===== src/rtl/gbn_pkg.sv =====
// ----------------------------------------------------------------------------
// gbn_pkg
// Shared constants and types for the go-back-n sender unit.
// ----------------------------------------------------------------------------
package gbn_pkg;

  // Sequence numbering
  localparam int SEQ_BITS   = 16;
  localparam int MAX_WINDOW = 16;
  localparam int RESULT_CAP = 16;

  // State counters are 17 bits wide
  localparam int STATE_W = 17;
  localparam logic [STATE_W-1:0] SEQ_MASK =
    STATE_W'((64'd1 << SEQ_BITS) - 64'd1);

  // Effective window cap
  localparam int WIN_CAP_I = (MAX_WINDOW < RESULT_CAP) ? MAX_WINDOW : RESULT_CAP;
  localparam logic [4:0] WIN_CAP = 5'(WIN_CAP_I);

  // Register reset values
  localparam logic [15:0] FRAME_COUNT_RST = 16'd0;
  localparam logic [4:0]  WINDOW_SIZE_RST = 5'd5;

  // Configuration register indexes
  localparam logic CFG_FRAME_COUNT = 1'b0;
  localparam logic CFG_WINDOW_SIZE = 1'b1;

  // Event codes
  localparam logic [1:0] ACT_START   = 2'd0;
  localparam logic [1:0] ACT_ACK     = 2'd1;
  localparam logic [1:0] ACT_TIMEOUT = 2'd2;

  // Controller to datapath commands
  typedef struct packed {
    logic accept;  // input transaction taken this cycle
    logic step;    // emit one burst frame this cycle
  } cmd_t;

  // Datapath to controller status
  typedef struct packed {
    logic slot_free;    // output register can take a result
    logic start_burst;  // current input event opens a burst
    logic step_last;    // current burst frame is the final one
  } sts_t;

endpackage


===== src/rtl/go_back_n_sender_unit.sv =====
// ----------------------------------------------------------------------------
// go_back_n_sender_unit
// Go-back-n sender sequencing: start, acknowledgement and timeout events in,
// sequence numbers to transmit out.
//
//   channel | ports                              | handshake
//   --------+------------------------------------+------------------
//   in      | in_action, in_ack_number           | in_valid/in_ready
//   out     | out_send_seq/sent/last/done_res    | out_valid/out_ready
//   cfg     | cfg_index, cfg_data                | cfg_we (no wait)
//
// An acknowledgement, an ignored event or an empty burst gives one result.
// A start or timeout that opens a burst of n frames (n up to the window,
// at most 16) gives one result each: the burst sequencer emits one frame per
// cycle through the single output register unless it stalls; a stalled
// output freezes the burst until the register drains. Synchronous active-low
// reset clears counters and out_valid; frame_count resets to 0, window to 5.
// ----------------------------------------------------------------------------
module go_back_n_sender_unit (
  input  logic        clk,
  input  logic        rst_n,
  input  logic        cfg_we,
  input  logic        cfg_index,
  input  logic [15:0] cfg_data,
  input  logic        in_valid,
  output logic        in_ready,
  input  logic [1:0]  in_action,
  input  logic [15:0] in_ack_number,
  output logic        out_valid,
  input  logic        out_ready,
  output logic [15:0] out_send_seq,
  output logic        out_sent,
  output logic        out_last,
  output logic        out_done_res
);
  import gbn_pkg::*;

  cmd_t cmd;
  sts_t sts;

  gbn_ctrl u_ctrl (
    .clk      (clk),
    .rst_n    (rst_n),
    .in_valid (in_valid),
    .in_ready (in_ready),
    .cmd      (cmd),
    .sts      (sts)
  );

  gbn_dp u_dp (
    .clk           (clk),
    .rst_n         (rst_n),
    .cfg_we        (cfg_we),
    .cfg_index     (cfg_index),
    .cfg_data      (cfg_data),
    .in_action     (in_action),
    .in_ack_number (in_ack_number),
    .out_ready     (out_ready),
    .out_valid     (out_valid),
    .out_send_seq  (out_send_seq),
    .out_sent      (out_sent),
    .out_last      (out_last),
    .out_done_res  (out_done_res),
    .cmd           (cmd),
    .sts           (sts)
  );

endmodule


===== src/rtl/gbn_dp.sv =====
// ----------------------------------------------------------------------------
// gbn_dp
// Datapath: configuration registers, base/next counters, burst counter and
// the output register.
// ----------------------------------------------------------------------------
module gbn_dp (
  input  logic           clk,
  input  logic           rst_n,
  input  logic           cfg_we,
  input  logic           cfg_index,
  input  logic [15:0]    cfg_data,
  input  logic [1:0]     in_action,
  input  logic [15:0]    in_ack_number,
  input  logic           out_ready,
  output logic           out_valid,
  output logic [15:0]    out_send_seq,
  output logic           out_sent,
  output logic           out_last,
  output logic           out_done_res,
  input  gbn_pkg::cmd_t  cmd,
  output gbn_pkg::sts_t  sts
);
  import gbn_pkg::*;

  logic [15:0]        frame_count_r;
  logic [4:0]         window_size_r;
  logic [STATE_W-1:0] base_r, base_nxt;
  logic [STATE_W-1:0] next_r, next_nxt;
  logic [4:0]         cnt_r, cnt_nxt;
  logic               out_valid_r, out_valid_nxt;
  logic [15:0]        out_seq_r, out_seq_nxt;
  logic               out_sent_r, out_sent_nxt;
  logic               out_last_r, out_last_nxt;
  logic               out_done_r, out_done_nxt;

  logic [4:0]         win_eff;
  logic [STATE_W:0]   fc_ext;
  logic               is_done;
  logic               ack_match;
  logic [STATE_W-1:0] base_inc;
  logic [STATE_W-1:0] next_inc;
  logic               start_burst;

  // Effective window and common compares
  assign win_eff   = (window_size_r > WIN_CAP) ? WIN_CAP : window_size_r;
  assign fc_ext    = {2'b00, frame_count_r};
  assign is_done   = {1'b0, base_r} >= fc_ext;
  assign ack_match = {1'b0, in_ack_number} == (base_r & SEQ_MASK);
  assign base_inc  = base_r + 1'b1;
  assign next_inc  = next_r + 1'b1;

  // Status to controller
  assign sts.slot_free   = !out_valid_r || out_ready;
  assign sts.step_last   = ((cnt_r + 5'd1) == win_eff) ||
                           ({1'b0, next_r} + 1'b1 >= fc_ext);
  assign sts.start_burst = start_burst;
  always_comb begin
    start_burst = 1'b0;
    if (in_action == ACT_START) begin
      start_burst = (win_eff != 5'd0) && (frame_count_r != 16'd0);
    end else if (in_action == ACT_TIMEOUT) begin
      start_burst = !is_done && (win_eff != 5'd0);
    end
  end

  // Next-state logic for counters and output register
  always_comb begin
    base_nxt      = base_r;
    next_nxt      = next_r;
    cnt_nxt       = cnt_r;
    out_valid_nxt = out_valid_r && !out_ready;
    out_seq_nxt   = out_seq_r;
    out_sent_nxt  = out_sent_r;
    out_last_nxt  = out_last_r;
    out_done_nxt  = out_done_r;

    if (cmd.accept) begin
      cnt_nxt = 5'd0;
      // default: status-only result with state after the event
      out_seq_nxt  = 16'd0;
      out_sent_nxt = 1'b0;
      out_last_nxt = 1'b1;
      out_done_nxt = is_done;
      case (in_action)
        ACT_START: begin
          base_nxt     = '0;
          next_nxt     = '0;
          out_done_nxt = (frame_count_r == 16'd0);
        end
        ACT_ACK: begin
          if (!is_done && ack_match) begin
            base_nxt     = base_inc;
            next_nxt     = next_inc;
            out_done_nxt = {1'b0, base_inc} >= fc_ext;
            if ({1'b0, next_r} < fc_ext) begin
              out_sent_nxt = 1'b1;
              out_seq_nxt  = 16'(next_r & SEQ_MASK);
            end
          end
        end
        ACT_TIMEOUT: begin
          if (!is_done) begin
            next_nxt = base_r;
          end
        end
        default: begin
        end
      endcase
      out_valid_nxt = !start_burst;
    end else if (cmd.step) begin
      // one burst frame
      out_valid_nxt = 1'b1;
      out_seq_nxt   = 16'(next_r & SEQ_MASK);
      out_sent_nxt  = 1'b1;
      out_last_nxt  = sts.step_last;
      out_done_nxt  = is_done;
      next_nxt      = next_inc;
      cnt_nxt       = cnt_r + 5'd1;
    end
  end

  // Configuration registers
  always_ff @(posedge clk) begin
    if (!rst_n) begin
      frame_count_r <= FRAME_COUNT_RST;
      window_size_r <= WINDOW_SIZE_RST;
    end else if (cfg_we) begin
      unique case (cfg_index)
        CFG_FRAME_COUNT: frame_count_r <= cfg_data;
        CFG_WINDOW_SIZE: window_size_r <= cfg_data[4:0];
        default: begin
        end
      endcase
    end
  end

  // Sequencing state
  always_ff @(posedge clk) begin
    if (!rst_n) begin
      base_r      <= '0;
      next_r      <= '0;
      cnt_r       <= 5'd0;
      out_valid_r <= 1'b0;
    end else begin
      base_r      <= base_nxt;
      next_r      <= next_nxt;
      cnt_r       <= cnt_nxt;
      out_valid_r <= out_valid_nxt;
    end
  end

  // Output payload
  always_ff @(posedge clk) begin
    out_seq_r  <= out_seq_nxt;
    out_sent_r <= out_sent_nxt;
    out_last_r <= out_last_nxt;
    out_done_r <= out_done_nxt;
  end

  assign out_valid    = out_valid_r;
  assign out_send_seq = out_seq_r;
  assign out_sent     = out_sent_r;
  assign out_last     = out_last_r;
  assign out_done_res = out_done_r;

  // Checks
  a_step_in_range: assert property (@(posedge clk) disable iff (!rst_n)
    cmd.step |-> ({1'b0, next_r} < fc_ext) && (cnt_r < win_eff))
    else $error("burst step beyond frame count or window");

  a_no_overwrite: assert property (@(posedge clk) disable iff (!rst_n)
    (cmd.accept || cmd.step) |-> sts.slot_free)
    else $error("output register overwritten while held");

  a_hold_result: assert property (@(posedge clk) disable iff (!rst_n)
    (out_valid_r && !out_ready) |=> out_valid_r && $stable(out_seq_r) &&
                                    $stable(out_last_r))
    else $error("pending result lost or changed");

  a_one_cmd: assert property (@(posedge clk) disable iff (!rst_n)
    !(cmd.accept && cmd.step))
    else $error("accept and burst step in same cycle");

endmodule


===== src/rtl/gbn_ctrl.sv =====
// ----------------------------------------------------------------------------
// gbn_ctrl
// Controller: takes events and sequences bursts one frame per cycle while the output register is free.
// ----------------------------------------------------------------------------
module gbn_ctrl (
  input  logic           clk,
  input  logic           rst_n,
  input  logic           in_valid,
  output logic           in_ready,
  output gbn_pkg::cmd_t  cmd,
  input  gbn_pkg::sts_t  sts
);
  import gbn_pkg::*;

  localparam logic S_IDLE  = 1'b0;
  localparam logic S_BURST = 1'b1;

  logic state_r, state_nxt;

  // Handshake and commands
  assign in_ready   = (state_r == S_IDLE) && sts.slot_free;
  assign cmd.accept = in_valid && in_ready;
  assign cmd.step   = (state_r == S_BURST) && sts.slot_free;

  // State transitions
  always_comb begin
    state_nxt = state_r;
    unique case (state_r)
      S_IDLE: begin
        if (cmd.accept && sts.start_burst) state_nxt = S_BURST;
      end
      S_BURST: begin
        if (cmd.step && sts.step_last) state_nxt = S_IDLE;
      end
      default: state_nxt = S_IDLE;
    endcase
  end

  always_ff @(posedge clk) begin
    if (!rst_n) begin
      state_r <= S_IDLE;
    end else begin
      state_r <= state_nxt;
    end
  end

  // Checks
  a_accept_idle: assert property (@(posedge clk) disable iff (!rst_n)
    cmd.accept |-> state_r == S_IDLE)
    else $error("event taken during burst");

  a_burst_enter: assert property (@(posedge clk) disable iff (!rst_n)
    (cmd.accept && sts.start_burst) |=> state_r == S_BURST)
    else $error("burst not started");

  a_burst_exit: assert property (@(posedge clk) disable iff (!rst_n)
    (cmd.step && sts.step_last) |=> state_r == S_IDLE)
    else $error("burst did not end on last frame");

endmodule

===== config.mk =====
export PLATFORM = sky130hd
export DESIGN_NAME = go_back_n_sender_unit
export DESIGN_NICKNAME = d
export VERILOG_FILES = /design/src/rtl/gbn_pkg.sv /design/src/rtl/go_back_n_sender_unit.sv /design/src/rtl/gbn_dp.sv /design/src/rtl/gbn_ctrl.sv
export SDC_FILE = /design/constraint.sdc
export NUM_CORES = 1
export LEC_CHECK = 0
export BUFFER_PORTS_ARGS = -buffer_cell sky130_fd_sc_hd__clkbuf_2
export CAP_MARGIN = 5
export CELL_PAD_IN_SITES_DETAIL_PLACEMENT = 1
export CELL_PAD_IN_SITES_GLOBAL_PLACEMENT = 2
export CORE_ASPECT_RATIO = 1.4
export CORE_MARGIN = 5
export CORE_UTILIZATION = 39
export CTS_CLUSTER_DIAMETER = 200
export DETAILED_ROUTE_END_ITERATION = 6
export GPL_TIMING_DRIVEN = 0
export PLACE_DENSITY_LB_ADDON = 0.1
export SYNTH_ARGS = -nofsm -noshare
export SYNTH_HDL_FRONTEND = slang
export SYNTH_SLANG_ARGS = --single-unit

===== constraint.sdc =====
create_clock -name clk -period 8 [get_ports clk]
set_input_delay 0.4 -clock clk [delete_from_list [all_inputs] [get_ports clk]]
set_output_delay 0.4 -clock clk [all_outputs]
set_load 0.05 [all_outputs]

-- Word-level counts from Yosys, hierarchy flattened
Cells that the tools add are included.
- register bits: 81
- input port bits: 40
- word-level logic and storage cells: 86
- output and inout bits: 21
- bitwise logic cells: 3
- muxes and demuxes: 29
- $add $sub $neg: 4
- reductions and logical operators: 26
- magnitude comparators: 5
- equal/unequal tests: 8
- operators by type and width (cell ; count):
    17-bit two-way mux ; 5
    16-bit two-way mux ; 5
    17-bit one-hot mux with 3 select lines ; 1
    17-bit by 1-bit adder with 17-bit output (second input constant) ; 2
    17-bit by 16-bit greater-or-equal comparator with 1-bit output ; 2
    17-bit one-hot mux with 2 select lines ; 1
    17-bit by 1-bit adder with 18-bit output (second input constant) ; 1
    18-bit by 16-bit greater-or-equal comparator with 1-bit output ; 1
    17-bit by 16-bit < comparator with 1-bit output ; 1
    16-bit == test ; 1
    16-bit zero test ; 1
    16-bit nonzero test ; 1
    1-bit two-way mux ; 14
    1-bit logical AND ; 9
    5-bit by 1-bit adder with 5-bit output (second input constant) ; 1
    5-bit == test ; 1
    5-bit > comparator (second input constant) ; 1
    5-bit two-way mux ; 1
    5-bit nonzero test ; 1
    1-bit zero test ; 4
    4-bit by 1-bit inequality test with 1-bit output (second input constant) ; 1
    1-bit one-hot mux with 2 select lines ; 2
    2-bit AND reduction ; 2
    4-bit AND reduction ; 1
    other kinds (11) ; 15

-- Longest topological paths before layout
Gate-level depths: netlist of the first run.
- depth after elaboration: 9
- gate-level depth with buffers: 13
- depth with buffers taken out: 12

-- Modules after synthesis
A second synthesis of the first run with hierarchy kept.
- cell total of the unflattened synthesis: 698
- area, all modules: 5965.7 sq um
- by module, submodules not included (module ; area an instance (sq um) ; cells each ; times used ; seq. area each (sq um)):
    gbn_dp ; 5901.9 ; 691 ; 1 ; 1781.7
    gbn_ctrl ; 63.8 ; 7 ; 1 ; 20.0

-- Least setup slack after synthesis of the first run
OpenSTA, ideal clock, no wires.
- path type: register -> register
- from: register u_dp.base_r[2]
- to: register u_dp.out_done_r, in the netlist u_dp.out_done_res, data pin
- required time: 7.736 ns
- slack: 5.123 ns
- cell stages (with the launch flop): 13
- data arrival time: 2.613 ns
- buffers on the path: 1
- setup time: 0.264 ns
- period minus slack after synthesis: 2.877 ns
- cell sequence: dfxtp_1 > clkbuf_2 > nand3_1 > nor4_1 > and3_1 > nand3_1 > xnor2_1 > ha_1 > nand4_1 > nor4_1 > a41o_1 > o31ai_1 > a31oi_1
- cells in the longest elaborated chain, start to end: 6
- elaborated cells between the ends (all ways): 10
- those cells by class: add/sub: 1; order compare: 2; eq/ne: 1; mux: 4; reduce/logical: 2
- RTL lines (item ; RTL line ; RTL):
    start: declaration ; gbn_dp.sv:27 ; logic [STATE_W-1:0] base_r, base_nxt;
    start signal: assignment ; gbn_dp.sv:145 ; base_r <= base_nxt;
    branches (longest 5 deep; another with 17-bit by 1-bit adder with 17-bit output) ; -- ;
    1-bit two-way mux (*) ; gbn_dp.sv:77 ; if (cmd.accept) begin
    via u_dp.out_done_nxt ; gbn_dp.sv:34 ; logic out_done_r, out_done_nxt;
    end signal: assignment ; gbn_dp.sv:157 ; out_done_r <= out_done_nxt;
    end: declaration ; gbn_dp.sv:34 ;
Mark *: on every way through the listed nets, which the timed path passes. The select of a mux whose other input is x is not followed.
A chain may end at the register's enable or synchronous reset.

-- Final worst setup path of the first run
Ends and elaborated chain as after synthesis.

==> results of run 1 <==
[sequential cells by signal, summed over array words and instances, names as in the netlist, 5 cells and up]
| register | cells |
|---|---|
| u_dp.base_r | 17 |
| u_dp.cnt_r | 5 |
| u_dp.frame_count_r | 16 |
| u_dp.next_r | 17 |
| u_dp.out_send_seq | 16 |
| u_dp.window_size_r | 5 |
[synth_stat cells (all sizes together), types with 4 or more instances]
master | number | area [um2]
nand2b | 4 | 25.0
and4 | 4 | 35.0
nand2 | 93 | 349
nor2b | 18 | 113
nor2 | 43 | 161
dfxtp | 63 | 1260
a21oi | 65 | 325
and2 | 7 | 43.8
a31oi | 7 | 43.8
o31ai | 11 | 82.6
o21ai | 21 | 105
xnor2 | 39 | 342
inv | 33 | 124
ha | 70 | 876
nand3 | 33 | 165
a22o | 5 | 43.8
nor4 | 7 | 58.8
nand4 | 17 | 119
edfxtp | 18 | 541
a211oi | 5 | 37.5
o221a | 12 | 135
xor2 | 14 | 123
a32o | 5 | 50.1
a21o | 12 | 90.1
clkbuf | 27 | 105
nor3 | 20 | 100
buf | 17 | 98.8
and3 | 9 | 56.3
[power groups by stage]
stage | Clock (mW) | Combinational, mW | Sequential [mW]
finish | 0.435 | 0.315 | 0.478
global route | 0.461 | 0.345 | 0.482
CTS | 0.442 | 0.315 | 0.479
detailed placement | 0 | 0.312 | 0.488
global placement | 0 | 0.301 | 0.486
floorplan | 0 | 0.167 | 0.531
[worst min-delay path, cell delays in order]
cell,delay (ns)
clkbuf_2,0.08
nand2_1,0.05
a21oi_1,0.05
[per-stage QoR]
stage,total power [mW],utilization,setup slack [ns],instances,cell area [um2]
final,1.23,0.451,4.24,979,6750
after global routing,1.29,0.451,3.93,979,6750
after CTS,1.24,0.451,4.22,979,6750
after detailed placement,0.800,0.430,4.26,963,6440
after global placement,0.787,0.430,4.24,963,6440
after floorplan,0.698,-,5.12,713,5910
[metal layers]
layer  share of wire  vias up  GRT usage
met2            0.51      116      0.437
met3           0.038       42     0.0291
met1            0.40     2775      0.281
li1                -     2694          -
met4           0.044        0      0.114
met5               0        -          0
[area by class of cell]
cell class,count,area [um2],share of cell area
Sequential cell,81,1800,0.267
Clock inverter,4,30.0,0.00445
Clock buffer,12,279,0.0413
Timing Repair Buffer,58,290,0.0430
Tap cell,192,240,0.0356
Inverter,33,124,0.0183
Multi-Input combinational cell,555,3780,0.560
Buffer,44,204,0.0302
[cell families (layout without fill, tap and decap cells)]
group	Yosys count	count (layout)
compound gates	164	164
xor+xnor	53	53
fa+ha+maj	70	70
buf+inv	77	151
flops	81	81
mux	3	3
simple gates	265	265
[worst paths after layout]
check	start	end	slack, ns	cells past startpoint
setup / recovery	u_dp.base_r[2]	u_dp.out_done_res	4.24	12
hold / removal	cfg_data[11]	u_dp.frame_count_r[11]	0.28	3
setup reg to reg	u_dp.base_r[2]	u_dp.out_done_res	4.24	12
hold reg to reg	u_dp.out_last	u_dp.out_last	0.47	2
==> results by group, run 1 <==
Floorplanning
  – Die Area: 0.0178 mm2
  – # IOs: 61
  – Starting Density: 0.395
  – Core area: 0.0150 mm2
  – Num rows: 53
  – Die Wd: 114 um
  – Die height: 156 um

Layout
  – Nets: 892
  – Most frequent cells in the layout: nand2_1, ha_1, a21oi_1
  – Commonest non-fill, non-tap cell in the layout: nand2_1
  – Diodes inserted: 0
  – Layout cell share with drive strength beyond 1: 0.142
  – Syn-to-layout area delta: 14.2%
  – Filler cells: 1885

Clocking
  – CTS Hold Buffers Added: 0
  – CTS tree: built
  – Sink Count: 81
  – CTS root buf: clkbuf_16
  – CTS resizes: 0
  – H-tree lvl count: 3
  – Post-CTS Setup Inserts: 0
  – Reg clk slew, reported paths: 0.06 ns
  – Clk_lat worst skew: 0.34 ns
  – Clock Path Buffers: 2
  – Total CTS buffers: 9

Min path
  – Hold Path Class: in -> reg

Logic synthesis
  – Mux share of post-synthesis cell area: 0.00508
  – Asr flop ratio synth: 0
  – Sequential element share of the synthesized area: 0.305
  – Synth Area per Inst: 8.30 um2
  – Compound-Gate Fraction of Synth Area: 0.185
  – Post-synth net total: 823
  – Synthesized area: 0.00591 mm2
  – Synth unique cells: 62
  – Main synth FF type: dfxtp_1
  – EDFF count, synth: 18
  – Synth Area in Simple Gates: 0.223
  – Largest family of logic cells by synthesized area: simple AND/OR/NAND/NOR gates
  – Seq cells post-synth: 81
  – Yosys warns: 0
  – Synth Area in Adders: 0.148
  – Cells after Synth: 713
  – Synth Area in XOR/XNOR: 0.0785

Worst setup path
  – Slowest library cell on the worst path: nor4_1
  – Arrival @ worst endpoint: 3.84 ns
  – Crit path kind: reg -> reg
  – Req. time, crit path: 8.08 ns
  – Critical Path End Type: register
  – CP max FO: 7
  – Crit path buf inv count: 1
  – CP Launch Type: register
  – Crit-path max cell delay: 0.79 ns
  – Crit-path cells: clkbuf_2 > nand3_1 > nor4_1 > and3_1 > nand3_1 > xnor2_1 > ha_1 > nand4_1 > nor4_1 > a41o_1 > o31ai_1 > a31oi_1
  – Crit path max-delay family: simple AND/OR/NAND/NOR gates

Power
  – Leakage: 2.82 nW
  – P_sw: 425 uW
  – Combinational Power Share: 0.256
  – Pint: 803 uW
  – Net Sw Frac: 0.346
  – Reg power frac: 0.390
  – Clock share of power: 0.354
  – Maximum vdd drop: 0.0914 mV
  – Pwr per Cell Area: 182 mW/mm2

Global route
  – Largest net degree at the start of global routing: 19
  – Global-route wire length before repair: 33.2 mm
  – GRT Total Usage: 0.242
  – Initial antenna violation count: 0
  – Vias in the first global route: 6175
  – GR Overflow Total: 0

Drt
  – Residual DRC: 0
  – 1st-iter DRT viols: 290
  – DR vias/cell: 5.75
  – Final WL: 20.9 mm
  – WL per Instance: 21.4 um
  – Vias post-DR: 5627
  – Number of detailed-route iterations in the first pass: 4
  – Post-route ant nets: 0

STA
  – Setup Skew: 0.00673 ns
  – Slew @ Worst Pin: 1.02 ns
  – Slew Limit Fails: 0
  – Hold Violations, Final: 0
  – Fmax: 0.266 GHz
  – Final setup vio count: 0
  – Max-slew headroom: 0.316
  – TNS Setup: 0 ns
  – Smallest hold slack: 0.280 ns
  – Final worst-path cycle share: 0.470
  – Min cycle time layout: 3.76 ns
  – Unrepaired setup endpoints after global routing: false

Run status
  – Status: finished clean

Flow run
  – Max-cap violations: 0

Place
  – PortBufs: 58
  – Dpl hpwl: 16.4 mm
  – Placer congestion estimate: 0.920
Power figures use the tool's default switching activity.
==> run 2, diff against run 1 <==
--- a/config.mk
+++ b/config.mk
@@ -11,7 +11,7 @@
 export CELL_PAD_IN_SITES_GLOBAL_PLACEMENT = 2
 export CORE_ASPECT_RATIO = 1.4
 export CORE_MARGIN = 5
-export CORE_UTILIZATION = 39
+export CORE_UTILIZATION = 36
 export CTS_CLUSTER_DIAMETER = 200
 export DETAILED_ROUTE_END_ITERATION = 6
 export GPL_TIMING_DRIVEN = 0
==> constraint.sdc (replaced) <==
create_clock -name clk -period 3.8 [get_ports clk]
set_input_delay 0.19 -clock clk [delete_from_list [all_inputs] [get_ports clk]]
set_output_delay 0.19 -clock clk [all_outputs]
set_load 0.05 [all_outputs]
==> run 2 against run 1 <==
- utilization decreased by 3.3 points
- die area increased by 7.7%
- flip-flop and latch count unchanged
- largest cell class unchanged
- via count decreased by 0.52%
- hold slack got worse by 0.21 ns
- critical path type unchanged
==> results by group, run 2 (same netlist as run 1, synthesis figures left out) <==
Run status
  – Status: finished clean

Clocking
  – H-tree lvl count: 3 (unchanged)
  – Sink Count: 81 (unchanged)
  – Reg clk slew, reported paths: 0.07 ns (about the same)
  – CTS Hold Buffers Added: 0 (unchanged)
  – Clk_lat worst skew: 0.35 ns (about the same)
  – Total CTS buffers: 9 (unchanged)
  – Clock Path Buffers: 2 (unchanged)
  – CTS tree: built
  – CTS root buf: clkbuf_16

Global route
  – Initial antenna violation count: 0 (unchanged)
  – GRT Total Usage: 0.227 (-0.0153)
  – GR Overflow Total: 0 (unchanged)
  – Global-route wire length before repair: 34.0 mm (+2.4%)
  – Largest net degree at the start of global routing: 19 (unchanged)
  – Vias in the first global route: 6054 (-2.0%)

Worst setup path
  – CP Capture Point: u_dp.out_done_res
  – CP Launch Type: register
  – Reg-to-reg endpoint: u_dp.out_done_res
  – Reg-to-reg startpoint: u_dp.base_r[0]
  – Critical Path End Type: register
  – R2r worst-path depth: 12 (unchanged)
  – Crit path kind: reg -> reg
  – R2R Setup Slk: 0.17 ns (-4.07 ns)
  – CP max FO: 6 (-1)
  – Req. time, crit path: 3.89 ns (-4.19 ns)
  – Arrival @ worst endpoint: 3.72 ns (-0.12 ns)
  – Worst setup startpoint: u_dp.base_r[0]

Power
  – P_sw: 915 uW (+120%)
  – Net Sw Frac: 0.353 (+0.00695)
  – Reg power frac: 0.388 (-0.002)
  – Clock share of power: 0.353 (about the same)
  – Leakage: 2.81 nW (-0.51%)
  – Pwr per Cell Area: 384 mW/mm2 (+110%)
  – Combinational Power Share: 0.258 (+0.002)
  – Pint: 1.68 mW (+110%)
  – Maximum vdd drop: 0.182 mV (+99%)

STA
  – TNS Setup: 0 ns (unchanged)
  – Max-slew headroom: 0.224 (-0.0919)
  – Final setup vio count: 0 (unchanged)
  – Hold Violations, Final: 0 (unchanged)
  – Slew Limit Fails: 0 (unchanged)
  – Setup Skew: 0.0141 ns (+0.00738 ns)
  – Smallest hold slack: 0.0699 ns (-0.210 ns)
  – Min cycle time layout: 3.63 ns (-0.134 ns)
  – Fmax: 0.276 GHz (+3.7%)
  – Final worst-path cycle share: 0.955 (+0.484)
  – Slew @ Worst Pin: 1.16 ns (+0.137 ns)
  – Unrepaired setup endpoints after global routing: false

Floorplanning
  – Die Area: 0.0191 mm2 (+7.7%)
  – Die Wd: 118 um (+3.7%)
  – Die height: 162 um (+3.8%)
  – Core area: 0.0162 mm2 (+7.9%)
  – Starting Density: 0.366 (-0.0289)
  – # IOs: 61 (unchanged)
  – Num rows: 55 (+3.8%)

Place
  – Placer congestion estimate: 0.868 (-5.7%)
  – Area after DPL: 0.00645 mm2 (+0.14%)
  – Dpl hpwl: 17.1 mm (+4.2%)
  – PortBufs: 58 (unchanged)

Drt
  – WL per Instance: 21.9 um (+2.5%)
  – Vias post-DR: 5598 (-0.52%)
  – DR vias/cell: 5.68 (-1.1%)
  – Number of detailed-route iterations in the first pass: 4 (unchanged)
  – Post-route ant nets: 0 (unchanged)
  – Residual DRC: 0 (unchanged)
  – 1st-iter DRT viols: 300 (+3.4%)
  – Final WL: 21.6 mm (+3.1%)

Layout
  – Final core occ: 0.418 (-0.0326)
  – Syn-to-layout area delta: 14.3% (about the same)
  – Nets: 891 (-0.11%)
  – Layout cell share with drive strength beyond 1: 0.146 (+0.00400)
  – Commonest non-fill, non-tap cell in the layout: nand2_1
  – Diodes inserted: 0 (unchanged)
  – Final Instance Area: 0.00676 mm2 (about the same)
  – Regs by FF count: u_dp.base_r x17, u_dp.next_r x17
  – Most frequent cells in the layout: nand2_1, ha_1, a21oi_1

Flow run
  – Max-cap violations: 0 (unchanged)

Min path
  – Hold Crit Start: cfg_data[15]
  – Hold Path Class: in -> reg
## run 2: routing by layer
metal	part of all wire	up-vias	global-route usage
met5	0	-	0
met4	0.022	0	0.0809
met3	0.042	33	0.0348
met2	0.52	121	0.408
met1	0.42	2739	0.272
li1	-	2705	-
## run 2: power groups by stage
| stage | clock network, mW | registers [mW] | logic [mW] |
|---|---|---|---|
| floorplan | 0 | 1.12 | 0.352 |
| global placement | 0 | 1.02 | 0.640 |
| finish | 0.916 | 1.01 | 0.671 |
| global route | 0.971 | 1.02 | 0.731 |
| CTS | 0.934 | 1.01 | 0.670 |
| detailed placement | 0 | 1.03 | 0.664 |
## run 2: layout make-up
| class | instances | area [um2] |
|---|---|---|
| clock inverters | 6 | 67.6 |
| inverters | 33 | 124 |
| plain buffers | 43 | 200 |
| well taps | 199 | 249 |
| flip-flops and latches | 81 | 1800 |
| fillers | 1973 | 9410 |
| multi-input cells | 555 | 3800 |
| clock buffers | 10 | 229 |
| repair buffers | 58 | 290 |
## run 2: stage by stage
stage	worst slack (ns)	power [mW]	cells
floorplan	0.923	1.47	713
global placement	0.176	1.66	970
detailed placement	0.0639	1.69	970
CTS	0.0754	2.61	986
global route	0.0429	2.72	985
finish	0.173	2.59	985
## run 2: how the worst min path moves through the flow
stage / end / slack (ns) / cells after the start
after global placement: u_dp.frame_count_r[12] / 0.41 / 3
after CTS: u_dp.frame_count_r[11] / 0.07 / 3
after detailed placement: u_dp.frame_count_r[11] / 0.43 / 3
final: u_dp.frame_count_r[15] / 0.07 / 3
after floorplan: u_dp.frame_count_r[3] / 0.33 / 2
after global routing: u_dp.frame_count_r[15] / 0.09 / 3
## run 2: critical path, cell delays in order, from the launching register on
cell and delay [ns]:
dfxtp_1 0.49, ha_1 0.26, nand3_1 0.21, nor2_2 0.27, and3_1 0.39, nand3_1 0.20
xnor2_1 0.24, ha_1 0.28, nand4_1 0.15, nor4_1 0.08, a41o_1 0.26, o31ai_1 0.41
a31oi_1 0.13
## run 2: timing repair
item | CTS | global route
endpoints found under the setup margin | 0 | 2
gates resized for setup | 0 | 3
buffers inserted | 0 | 0
